==> config.mk <==
export PLATFORM = sky130hd
export DESIGN_NAME = go_back_n_arq_endpoint
export DESIGN_NICKNAME = d
export VERILOG_FILES = /design/src/sv/gbn_pkg.sv /design/src/sv/gbn_front.sv /design/src/sv/gbn_back.sv /design/src/sv/go_back_n_arq_endpoint.sv
export SDC_FILE = /design/constraint.sdc
export NUM_CORES = 1
export LEC_CHECK = 0
export BUFFER_PORTS_ARGS = -buffer_cell sky130_fd_sc_hd__buf_2
export CORE_MARGIN = 2
export CORE_UTILIZATION = 40
export DETAILED_ROUTE_END_ITERATION = 8
export GPL_ROUTABILITY_DRIVEN = 1
export PLACE_DENSITY_LB_ADDON = 0.1
export SYNTH_ARGS = -nofsm -noshare
export SYNTH_HDL_FRONTEND = slang
export SYNTH_SLANG_ARGS = --single-unit
==> constraint.sdc <==
create_clock -name clk -period 5.4 [get_ports clk]
set_input_delay 1.08 -clock clk [delete_from_list [all_inputs] [get_ports clk]]
set_output_delay 1.08 -clock clk [all_outputs]
set_load 0.01 [all_outputs]
==> src/sv/gbn_pkg.sv <==
`timescale 1ns / 1ps
`default_nettype none

package gbn_pkg;

    localparam int SEQ_W   = 3;
    localparam int PAY_W   = 32;
    localparam int SEQ_MOD = 8;

    localparam logic [SEQ_W-1:0] MAX_SEQ = 3'd7;

    localparam int IN_TDATA_W  = 72;
    localparam int OUT_TDATA_W = 40;

    localparam int QUEUE_DEPTH = 2;
    localparam int QPTR_W      = 1;
    localparam int QCNT_W      = 2;

    localparam logic [1:0] OP_SEND    = 2'd0;
    localparam logic [1:0] OP_RX      = 2'd1;
    localparam logic [1:0] OP_CRC_ERR = 2'd2;
    localparam logic [1:0] OP_TIMEOUT = 2'd3;

    typedef enum logic [1:0] {
        KIND_TX      = 2'd0,
        KIND_DELIVER = 2'd1,
        KIND_NONE    = 2'd2,
        KIND_REFUSED = 2'd3
    } kind_t;

    typedef enum logic [1:0] {
        CMD_SEND = 2'd0,
        CMD_RX   = 2'd1,
        CMD_NONE = 2'd2,
        CMD_RETX = 2'd3
    } cmd_kind_t;

    typedef struct packed {
        cmd_kind_t        cmd;
        logic [PAY_W-1:0] payload;
        logic [SEQ_W-1:0] seq;
        logic [SEQ_W-1:0] ack;
    } cmd_t;

    typedef struct packed {
        kind_t            kind;
        logic [SEQ_W-1:0] seq;
        logic [SEQ_W-1:0] ack;
        logic [PAY_W-1:0] data;
        logic             window_open;
        logic             last;
    } result_t;

    typedef enum logic {
        BK_IDLE = 1'b0,
        BK_RETX = 1'b1
    } back_state_t;

endpackage

`default_nettype wire

==> src/sv/gbn_front.sv <==
`timescale 1ns / 1ps
`default_nettype none

module gbn_front (
    input  wire logic                           clk,
    input  wire logic                           rst_n,
    input  wire logic                           s_tvalid,
    output logic                                s_tready,
    input  wire logic [gbn_pkg::IN_TDATA_W-1:0] s_tdata,
    input  wire logic [1:0]                     s_tuser,
    output logic                                q_valid,
    output gbn_pkg::cmd_t                       q_entry,
    input  wire logic                           q_pop
);

    gbn_pkg::cmd_t                    entry_reg [gbn_pkg::QUEUE_DEPTH];
    logic [gbn_pkg::QPTR_W-1:0]       wr_ptr_reg, wr_ptr_next;
    logic [gbn_pkg::QPTR_W-1:0]       rd_ptr_reg, rd_ptr_next;
    logic [gbn_pkg::QCNT_W-1:0]       count_reg, count_next;
    gbn_pkg::cmd_t                    decoded;
    logic                             push;
    logic                             pop;

    always_comb
    begin
        decoded.seq = s_tdata[gbn_pkg::PAY_W+gbn_pkg::SEQ_W-1:gbn_pkg::PAY_W];
        decoded.ack = s_tdata[gbn_pkg::PAY_W+2*gbn_pkg::SEQ_W-1:
                              gbn_pkg::PAY_W+gbn_pkg::SEQ_W];
        case (s_tuser)
            gbn_pkg::OP_SEND:
            begin
                decoded.cmd     = gbn_pkg::CMD_SEND;
                decoded.payload = s_tdata[gbn_pkg::PAY_W-1:0];
            end
            gbn_pkg::OP_RX:
            begin
                decoded.cmd     = gbn_pkg::CMD_RX;
                decoded.payload = s_tdata[2*gbn_pkg::PAY_W+2*gbn_pkg::SEQ_W-1:
                                          gbn_pkg::PAY_W+2*gbn_pkg::SEQ_W];
            end
            gbn_pkg::OP_TIMEOUT:
            begin
                decoded.cmd     = gbn_pkg::CMD_RETX;
                decoded.payload = '0;
            end
            default:
            begin
                decoded.cmd     = gbn_pkg::CMD_NONE;
                decoded.payload = '0;
            end
        endcase
    end

    assign s_tready = (count_reg != gbn_pkg::QCNT_W'(gbn_pkg::QUEUE_DEPTH));
    assign q_valid  = (count_reg != '0);
    assign q_entry  = entry_reg[rd_ptr_reg];
    assign push     = s_tvalid && s_tready;
    assign pop      = q_pop && q_valid;

    always_comb
    begin
        wr_ptr_next = push ? wr_ptr_reg + 1'b1 : wr_ptr_reg;
        rd_ptr_next = pop ? rd_ptr_reg + 1'b1 : rd_ptr_reg;
        count_next  = count_reg;
        if (push && !pop)
        begin
            count_next = count_reg + 1'b1;
        end
        else if (pop && !push)
        begin
            count_next = count_reg - 1'b1;
        end
    end

    always_ff @(posedge clk or negedge rst_n)
    begin
        if (!rst_n)
        begin
            wr_ptr_reg <= '0;
            rd_ptr_reg <= '0;
            count_reg  <= '0;
        end
        else
        begin
            wr_ptr_reg <= wr_ptr_next;
            rd_ptr_reg <= rd_ptr_next;
            count_reg  <= count_next;
        end
    end

    always_ff @(posedge clk)
    begin
        if (push)
        begin
            entry_reg[wr_ptr_reg] <= decoded;
        end
    end

endmodule

`default_nettype wire

==> src/sv/gbn_back.sv <==
`timescale 1ns / 1ps
`default_nettype none

module gbn_back (
    input  wire logic           clk,
    input  wire logic           rst_n,
    input  wire logic           q_valid,
    input  wire gbn_pkg::cmd_t  q_entry,
    output logic                q_pop,
    output logic                res_valid,
    input  wire logic           res_ready,
    output gbn_pkg::result_t    res
);

    gbn_pkg::back_state_t              state_reg, state_next;
    logic [gbn_pkg::SEQ_W-1:0]         next_to_send_reg, next_to_send_next;
    logic [gbn_pkg::SEQ_W-1:0]         oldest_reg, oldest_next;
    logic [gbn_pkg::SEQ_W-1:0]         expected_reg, expected_next;
    logic [gbn_pkg::SEQ_W-1:0]         outstanding_reg, outstanding_next;
    logic [gbn_pkg::SEQ_W-1:0]         retx_ptr_reg, retx_ptr_next;
    logic [gbn_pkg::SEQ_W-1:0]         retx_left_reg, retx_left_next;
    logic [gbn_pkg::PAY_W-1:0]         store_reg [gbn_pkg::SEQ_MOD];
    logic                              store_we;
    logic                              out_valid_reg, out_valid_next;
    gbn_pkg::result_t                  res_reg, res_next;
    logic                              can_load;
    logic                              load;
    logic [gbn_pkg::SEQ_W-1:0]         ack_word;
    logic [gbn_pkg::SEQ_W-1:0]         ack_dist;

    assign can_load  = !out_valid_reg || res_ready;
    assign q_pop     = (state_reg == gbn_pkg::BK_IDLE) && q_valid && can_load;
    assign ack_word  = expected_reg - 1'b1;
    assign ack_dist  = q_entry.ack - oldest_reg;
    assign res_valid = out_valid_reg;
    assign res       = res_reg;

    always_comb
    begin
        state_next = state_reg;
        case (state_reg)
            gbn_pkg::BK_IDLE:
            begin
                if (q_pop && q_entry.cmd == gbn_pkg::CMD_RETX && outstanding_reg > 3'd1)
                begin
                    state_next = gbn_pkg::BK_RETX;
                end
            end
            gbn_pkg::BK_RETX:
            begin
                if (can_load && retx_left_reg == 3'd1)
                begin
                    state_next = gbn_pkg::BK_IDLE;
                end
            end
            default:
            begin
                state_next = gbn_pkg::BK_IDLE;
            end
        endcase
    end

    always_comb
    begin
        next_to_send_next = next_to_send_reg;
        oldest_next       = oldest_reg;
        expected_next     = expected_reg;
        outstanding_next  = outstanding_reg;
        retx_ptr_next     = retx_ptr_reg;
        retx_left_next    = retx_left_reg;
        res_next          = res_reg;
        store_we          = 1'b0;
        load              = 1'b0;
        case (state_reg)
            gbn_pkg::BK_IDLE:
            begin
                if (q_pop)
                begin
                    load              = 1'b1;
                    res_next.kind     = gbn_pkg::KIND_NONE;
                    res_next.seq      = '0;
                    res_next.ack      = '0;
                    res_next.data     = '0;
                    res_next.last     = 1'b1;
                    case (q_entry.cmd)
                        gbn_pkg::CMD_SEND:
                        begin
                            if (outstanding_reg != gbn_pkg::MAX_SEQ)
                            begin
                                store_we          = 1'b1;
                                res_next.kind     = gbn_pkg::KIND_TX;
                                res_next.seq      = next_to_send_reg;
                                res_next.ack      = ack_word;
                                res_next.data     = q_entry.payload;
                                outstanding_next  = outstanding_reg + 1'b1;
                                next_to_send_next = next_to_send_reg + 1'b1;
                            end
                            else
                            begin
                                res_next.kind = gbn_pkg::KIND_REFUSED;
                            end
                        end
                        gbn_pkg::CMD_RX:
                        begin
                            if (q_entry.seq == expected_reg)
                            begin
                                res_next.kind = gbn_pkg::KIND_DELIVER;
                                res_next.data = q_entry.payload;
                                expected_next = expected_reg + 1'b1;
                            end
                            if (ack_dist < outstanding_reg)
                            begin
                                oldest_next      = q_entry.ack + 1'b1;
                                outstanding_next = outstanding_reg - ack_dist - 1'b1;
                            end
                        end
                        gbn_pkg::CMD_RETX:
                        begin
                            if (outstanding_reg != '0)
                            begin
                                res_next.kind  = gbn_pkg::KIND_TX;
                                res_next.seq   = oldest_reg;
                                res_next.ack   = ack_word;
                                res_next.data  = store_reg[oldest_reg];
                                res_next.last  = (outstanding_reg == 3'd1);
                                retx_ptr_next  = oldest_reg + 1'b1;
                                retx_left_next = outstanding_reg - 1'b1;
                            end
                        end
                        default:
                        begin
                            res_next.kind = gbn_pkg::KIND_NONE;
                        end
                    endcase
                    res_next.window_open = (outstanding_next != gbn_pkg::MAX_SEQ);
                end
            end
            gbn_pkg::BK_RETX:
            begin
                if (can_load)
                begin
                    load                 = 1'b1;
                    res_next.kind        = gbn_pkg::KIND_TX;
                    res_next.seq         = retx_ptr_reg;
                    res_next.ack         = ack_word;
                    res_next.data        = store_reg[retx_ptr_reg];
                    res_next.window_open = (outstanding_reg != gbn_pkg::MAX_SEQ);
                    res_next.last        = (retx_left_reg == 3'd1);
                    retx_ptr_next        = retx_ptr_reg + 1'b1;
                    retx_left_next       = retx_left_reg - 1'b1;
                end
            end
            default:
            begin
                load = 1'b0;
            end
        endcase
        out_valid_next = load ? 1'b1 : (res_ready ? 1'b0 : out_valid_reg);
    end

    always_ff @(posedge clk or negedge rst_n)
    begin
        if (!rst_n)
        begin
            state_reg        <= gbn_pkg::BK_IDLE;
            next_to_send_reg <= '0;
            oldest_reg       <= '0;
            expected_reg     <= '0;
            outstanding_reg  <= '0;
            retx_ptr_reg     <= '0;
            retx_left_reg    <= '0;
            out_valid_reg    <= 1'b0;
        end
        else
        begin
            state_reg        <= state_next;
            next_to_send_reg <= next_to_send_next;
            oldest_reg       <= oldest_next;
            expected_reg     <= expected_next;
            outstanding_reg  <= outstanding_next;
            retx_ptr_reg     <= retx_ptr_next;
            retx_left_reg    <= retx_left_next;
            out_valid_reg    <= out_valid_next;
        end
    end

    always_ff @(posedge clk)
    begin
        res_reg <= res_next;
        if (store_we)
        begin
            store_reg[next_to_send_reg] <= q_entry.payload;
        end
    end

endmodule

`default_nettype wire

==> src/sv/go_back_n_arq_endpoint.sv <==
`timescale 1ns / 1ps
`default_nettype none

// Channel   Direction  Transfer carries
// s_*       in         one link event: send, frame arrival, checksum error or timeout
// m_*       out        one result: transmit, deliver, no action or refusal
//
// An event is loaded into the output register once it is popped from the queue.
// With no stall, a timeout gives one result per cycle per outstanding frame, up to 7.
// Other events give a single result, so with no stall one event per cycle is taken.
// Reset clears the sequence counters and the two-entry event queue at once.
// A stall on m_* fills the queue, after which s_tready falls.

module go_back_n_arq_endpoint (
    input  wire logic                            clk,
    input  wire logic                            rst_n,
    input  wire logic                            s_tvalid,
    output logic                                 s_tready,
    // send_payload[31:0], rx_seq[34:32], rx_ack[37:35], rx_payload[69:38]
    input  wire logic [gbn_pkg::IN_TDATA_W-1:0]  s_tdata,
    // op[1:0]
    input  wire logic [1:0]                      s_tuser,
    output logic                                 m_tvalid,
    input  wire logic                            m_tready,
    // tx_seq[2:0], tx_ack[5:3], data_word[37:6], window_open[38]
    output logic [gbn_pkg::OUT_TDATA_W-1:0]      m_tdata,
    // kind[1:0]
    output logic [1:0]                           m_tuser,
    output logic                                 m_tlast
);

    logic              q_valid;
    gbn_pkg::cmd_t     q_entry;
    logic              q_pop;
    gbn_pkg::result_t  res;

    gbn_front u_front (
        .clk      (clk),
        .rst_n    (rst_n),
        .s_tvalid (s_tvalid),
        .s_tready (s_tready),
        .s_tdata  (s_tdata),
        .s_tuser  (s_tuser),
        .q_valid  (q_valid),
        .q_entry  (q_entry),
        .q_pop    (q_pop)
    );

    gbn_back u_back (
        .clk       (clk),
        .rst_n     (rst_n),
        .q_valid   (q_valid),
        .q_entry   (q_entry),
        .q_pop     (q_pop),
        .res_valid (m_tvalid),
        .res_ready (m_tready),
        .res       (res)
    );

    assign m_tdata = {1'b0, res.window_open, res.data, res.ack, res.seq};
    assign m_tuser = res.kind;
    assign m_tlast = res.last;

endmodule

`default_nettype wire
Word level (Yosys, flattened, before mapping):

Memory sizes are Yosys's and may differ from the RTL's.
Index checks and enable logic that the tools add are counted.

* multiply operators: 0
* shift-type cells: 0
* add/subtract/negate cells: 16
* $lt $le $gt $ge: 2
* bitwise logic cells: 1
* div/mod/pow operators: 0
* equality and inequality tests: 14
* muxes and demuxes: 47
* reductions and logical operators: 25

Operators by type and width (count)
* $pmux 34 s3: 1
* $pmux 32 s3: 1
* $mux 42: 2
* $pmux 42 s2: 1
* $mux 40: 1
* $mux 38: 1
* $mux 3: 12
* $mux 32: 1
* $add 3x1->3 const B: 6
* $pmux 3 s2: 3
* $mux 1: 16
* $reduce_and 4->1: 4
* $pmux 6 s2: 1
* $sub 3x1->3 const B: 4
* $logic_and 1x1->1: 9
* $mux 2: 4
* $ne 2x2->1 const B: 4
* $eq 3x1->1 const B: 2
* $ne 3x3->1 const B: 2
* $pmux 2 s3: 1
* $reduce_bool 2->1: 3
* $sub 3x3->3: 2
* $eq 2x1->1 const B: 2
* $eq 2x2->1 const B: 2
* 14 further kinds: 20

* register bits after elaboration: 66
* word-level logic and storage cells: 124
* memories kept: 2
* memory bits (writable): 336
* ROM bits: 0
* latch bits: 0
* output and inout bits: 45

Memory list
* u_back.store_reg: depth 8, bits a word 32, rd ports 2, clocked after memory_dff 0, write ports 1, RTL line gbn_back.sv:22 `logic [gbn_pkg::PAY_W-1:0] store_reg [gbn_pkg::SEQ_MOD];`
* u_front.entry_reg: depth 2, bits a word 40, rd ports 1, clocked after memory_dff 0, write ports 1, RTL line gbn_front.sv:16 `gbn_pkg::cmd_t entry_reg [gbn_pkg::QUEUE_DEPTH];`

Longest topological paths before layout:

An unclocked memory read counts as a cell.

* depth after elaboration: 11
* mapped depth: 15

By module:

Synthesis repeated with hierarchy kept, for this count alone.

* cell total of the unflattened synthesis: 1012
* area, all modules: 18726.7 µm²

By module, submodules not included
* gbn_back: cells an instance 793, instances 1, area an instance 14925.6 µm²
* gbn_front: cells an instance 217, instances 1, area an instance 3789.9 µm²
* go_back_n_arq_endpoint: cells an instance 2, instances 1, area an instance 11.3 µm²

Least setup slack after synthesis:

OpenSTA, ideal clock, no wires.

* path type: register -> register
* start point: register u_front.rd_ptr_reg
* end point: memory u_back.store_reg[0][0] (netlist bit), enable pin
* slack: 0.485 ns
* data required time: 4.939 ns
* arrival time: 4.454 ns
* cell stages (with the launch flop): 11
* setup time: 0.461 ns
* path through: dfrtp_1 buf_6 buf_2 buf_2 mux2i_1 ha_1 and2_1 buf_2 nand2_1 or2_2 nor3_1

* cells in the longest elaborated chain, start to end: 7

RTL lines
* start: declaration: RTL line gbn_front.sv:18 `logic [gbn_pkg::QPTR_W-1:0] rd_ptr_reg, rd_ptr_next;`
* start signal: assignment: RTL line gbn_front.sv:86 `rd_ptr_reg <= rd_ptr_next;`
* $mem_v2 2x40
* $logic_not 2->1: RTL line gbn_back.sv:85 `case (q_entry.cmd)`
* $mux 1: RTL line gbn_back.sv:85
* $mux 1: RTL line gbn_back.sv:77 `if (q_pop)`
* $mux 1: RTL line gbn_back.sv:74 `case (state_reg)`
* $mux 1: RTL line gbn_back.sv:190 `if (store_we)`
* $mux 1 (not written as such): RTL line gbn_back.sv:192 `store_reg[next_to_send_reg] <= q_entry.payload;`
* end: declaration: RTL line gbn_back.sv:22

Every way passes these cells.

==> impl_results.md <==
- Clk pwr share: 0.249
- Max reg flops: 256
- R2R depth: 11
- Worst Hold Class: reg -> reg
- DRT antenna net count: 0
- Filler instances: 4105
- Status: completed
- Met2 routed WL: 24000 um
- Post-synth cell types: 44
- Total routed wirelength: 50000 um
- GRT Overall Usage: 0.204
- DIE AREA: around 49000 um2
- CTS Buffer Depth: 3
- CP Class: reg -> reg
- Gate power share: 0.363
- FFs w/ async S/R, synth: 0.0597
- Row count: between 70 and 80
- Post-placement worst setup slack: 1.79 ns
- Crit-path cells: buf_4 > mux2_2 > fa_1 > xnor2_1 > xnor2_1 > ha_1 > nand3b_1 > a32oi_1 > a222oi_1 > a31o_2 > o31a_1
- Area growth from synthesis to layout: 14.4%
- Max Clock Freq: 275 MHz
- Port Buf Inserts: 119
- Inserted Clock Buffers: 45
- Vias in the first global route: 11862
- # diodes: 0
- I/O Pins: 123
- Worst r2r dst: u_back.res[1]$_DFFE_PP_
- Most used cell, CP: xnor2_1
- Skew final: 0.0168 ns
- LEAKAGE: between 7 and 8 nW
- Worst Tran Pin Value: 1.19 ns
- Detail Placement HPWL: roughly 27000 um
- Worst skew pair latency: 0.57 ns
- Clock Tree Root: clkbuf_16
- RSZ-0062 raised after global routing: false
- Vias: 11510
- Switching share of total power: 0.362
- Sw power: 4.35 mW
- DRT Pass-1 Iters: 5
- Final period util: 0.673
- First-pass GRT wire length: 74800 um
- Internal power: 7.66 mW
- Slowest stage delay, CP: 0.46 ns
- Delay-heaviest family, CP: compound AO/OA/AOI/OAI gates
- Routability cong.: 0.801
- EDFF count, synth: 378
- Critical Path End Type: register
- Share of cells above drive strength 1: 0.214
- Crit path time final: 3.63 ns
- Worst EP required: around 5.7 ns
- Crit path depth: 11
- Number of setup buffers added after CTS: 0
- Worst-path clk slew: 0.07 ns
- Final hold vios: 0
- Startpoint Class: register
- Hold Buf Count CTS: 0
- Synth Register Bits: 402
- Seq/Total Area, Yosys: 0.634
- CTS tree: done
- Die H: 221 um
- Reg power frac: 0.388
- Finished Layout Cells: about 2000
- Initial antenna violation count: 0
- Slowest stage cell, crit path: dfrtp_2
- Crit path max fanout: 23
- Htree depth: 2
- Vias per inst: roughly 5.6
- Final setup margin: between 1.5 and 2 ns
- Max cap viols: 0
- Synth Cell Area: about 19000 um2
- CP Buf/Inv Count: 1
- Placed Cells: 1959
- DRC violation total after the first TritonRoute iteration: 883
- Setup violations, final: 0
- Width of the chip: 221 um
- Min-delay src: u_back.retx_left_reg[1]$_DFFE_PN0P_
- Maximum VDD drop: 388 uV
- Starting Density: 0.405
- Slew margin rel.: 0.204
- Final setup TNS: 0 ns
- CTS sink cnt: 402
- Reg2reg setup slack: 1.77 ns
- Hold worst-path end: u_back.retx_left_reg[1]$_DFFE_PN0P_
- Gr ovfl total: 0
- Cell count after synthesis: 1297
- WL met3: 2510 um
- Ys flop type: edfxtp_1
- Yosys warns: 0
- CTS resizes: 0
- Nets@finish: 1499
- Remaining design rule violation count: 0
- Largest net degree at the start of global routing: 163
- Metal-1 WL: 22000 um
- Crit path arrival time: 3.95 ns
- Syn_nets: 1397
- Hold depth: 2
- Count of pins over their slew limit: 0
- Tot Pwr: 12.0 mW
- Core area: 46600 um2
- Worst r2r src: u_front.rd_ptr_reg$_DFFE_PN0P_
- Power per cell area: between 500 and 600 nW/um2
- Syn Area/Cell: 14.5 um2
- WL/cell: 24.5 um
- DR top layer: met4
[cell type report]
class,count,area (um2),share of cell area
multi-input cells,752,6360,0.295
clock buffers,65,1230,0.0572
well taps,607,759,0.0352
inverters,50,188,0.00871
clock inverters,17,190,0.00882
flip-flops and latches,402,12000,0.555
repair buffers,148,851,0.0395
[cells in the final DEF, fill, tap and decap left out, types with 4 or more instances in the layout]
cell	instances
edfxtp_1	378
mux2i_1	166
nand2_1	149
buf_2	119
mux4_2	64
inv_1	49
nor2_1	47
clkbuf_16	46
a21oi_1	37
nor2b_1	35
a22oi_1	35
a211oi_1	33
a32oi_1	32
o221ai_1	30
buf_4	26
ha_1	20
o21ai_0	19
dfrtp_1	19
clkbuf_1	18
xnor2_1	14
nor2_4	8
mux2_2	7
nand3_1	7
clkinv_1	7
or2_2	5
xor2_1	5
nor3_1	4
nand2b_1	4
a221oi_1	4
clkinv_2	4
bufinv_16	4
[routing by layer]
layer  up-vias  GRT usage
li1       5227          -
met1      5816      0.275
met2       370      0.338
met3        97     0.0287
met4         0     0.0712
met5         -          0
[cell usage after synthesis (all sizes together) (4+ instances only)]
master,n,share of area
a21oi,37,0.0098
ha,20,0.013
a211oi,33,0.013
clkbuf,49,0.0098
nor2,57,0.011
o21ai,20,0.0055
a22oi,35,0.014
edfxtp,378,0.60
nor2b,36,0.012
nand3,8,0.0024
mux2i,166,0.088
a32oi,32,0.015
o221ai,31,0.015
nor3,7,0.0021
dfrtp,24,0.032
inv,50,0.010
nand2,150,0.030
buf,44,0.013
xor2,5,0.0023
and3,4,0.0013
mux2,7,0.0042
or2,5,0.0017
a221oi,4,0.0019
mux4,64,0.076
xnor2,14,0.0065
nand2b,4,0.0013
[power groups by stage]
stage	clock [mW]	combinational (mW)	sequential, mW
floorplan	0	3.10	4.51
global placement	0	4.34	4.73
detailed placement	0	4.36	4.74
CTS	3.07	4.39	4.68
global route	3.20	4.75	4.73
finish	2.99	4.36	4.67
[stage by stage]
step / util / hold slack, ns / cell area, um2
floorplan: - / 0.450 / 18800
global route: 0.463 / 0.555 / 21600
global placement: 0.432 / 0.469 / 20100
finish: 0.463 / 0.496 / 21600
detailed placement: 0.432 / 0.481 / 20100
CTS: 0.463 / 0.494 / 21600
[tightest hold or removal path, cell delays in order (launching register included)]
cell     delay (ns)
dfrtp_1        0.35
nand2_1        0.05
o21ai_0        0.06
[cell families after synthesis]
family          share of synthesized area
flops                               0.634
simple gates                       0.0634
mux                                 0.169
compound gates                     0.0768
buf+inv                            0.0323
fa+ha+maj                          0.0154
xor+xnor                          0.00883
other cells                      0.000199
[how the worst max path moves through the flow]
| stage | from | endpoint | slack (ns) |
|---|---|---|---|
| after floorplan | u_front.rd_ptr_reg$_DFFE_PN0P_ | u_back.store_reg[0][0]$_DFFE_PP_ | 0.49 |
| after global placement | u_front.rd_ptr_reg$_DFFE_PN0P_ | u_back.res[1]$_DFFE_PP_ | 1.79 |
| after detailed placement | u_front.rd_ptr_reg$_DFFE_PN0P_ | u_back.res[1]$_DFFE_PP_ | 1.79 |
| after CTS | u_front.rd_ptr_reg$_DFFE_PN0P_ | u_back.res[1]$_DFFE_PP_ | 1.78 |
| after global routing | u_front.rd_ptr_reg$_DFFE_PN0P_ | u_back.res[1]$_DFFE_PP_ | 1.53 |
| final | u_front.rd_ptr_reg$_DFFE_PN0P_ | u_back.res[1]$_DFFE_PP_ | 1.77 |
No activity file was read; power rests on OpenSTA's default activity.
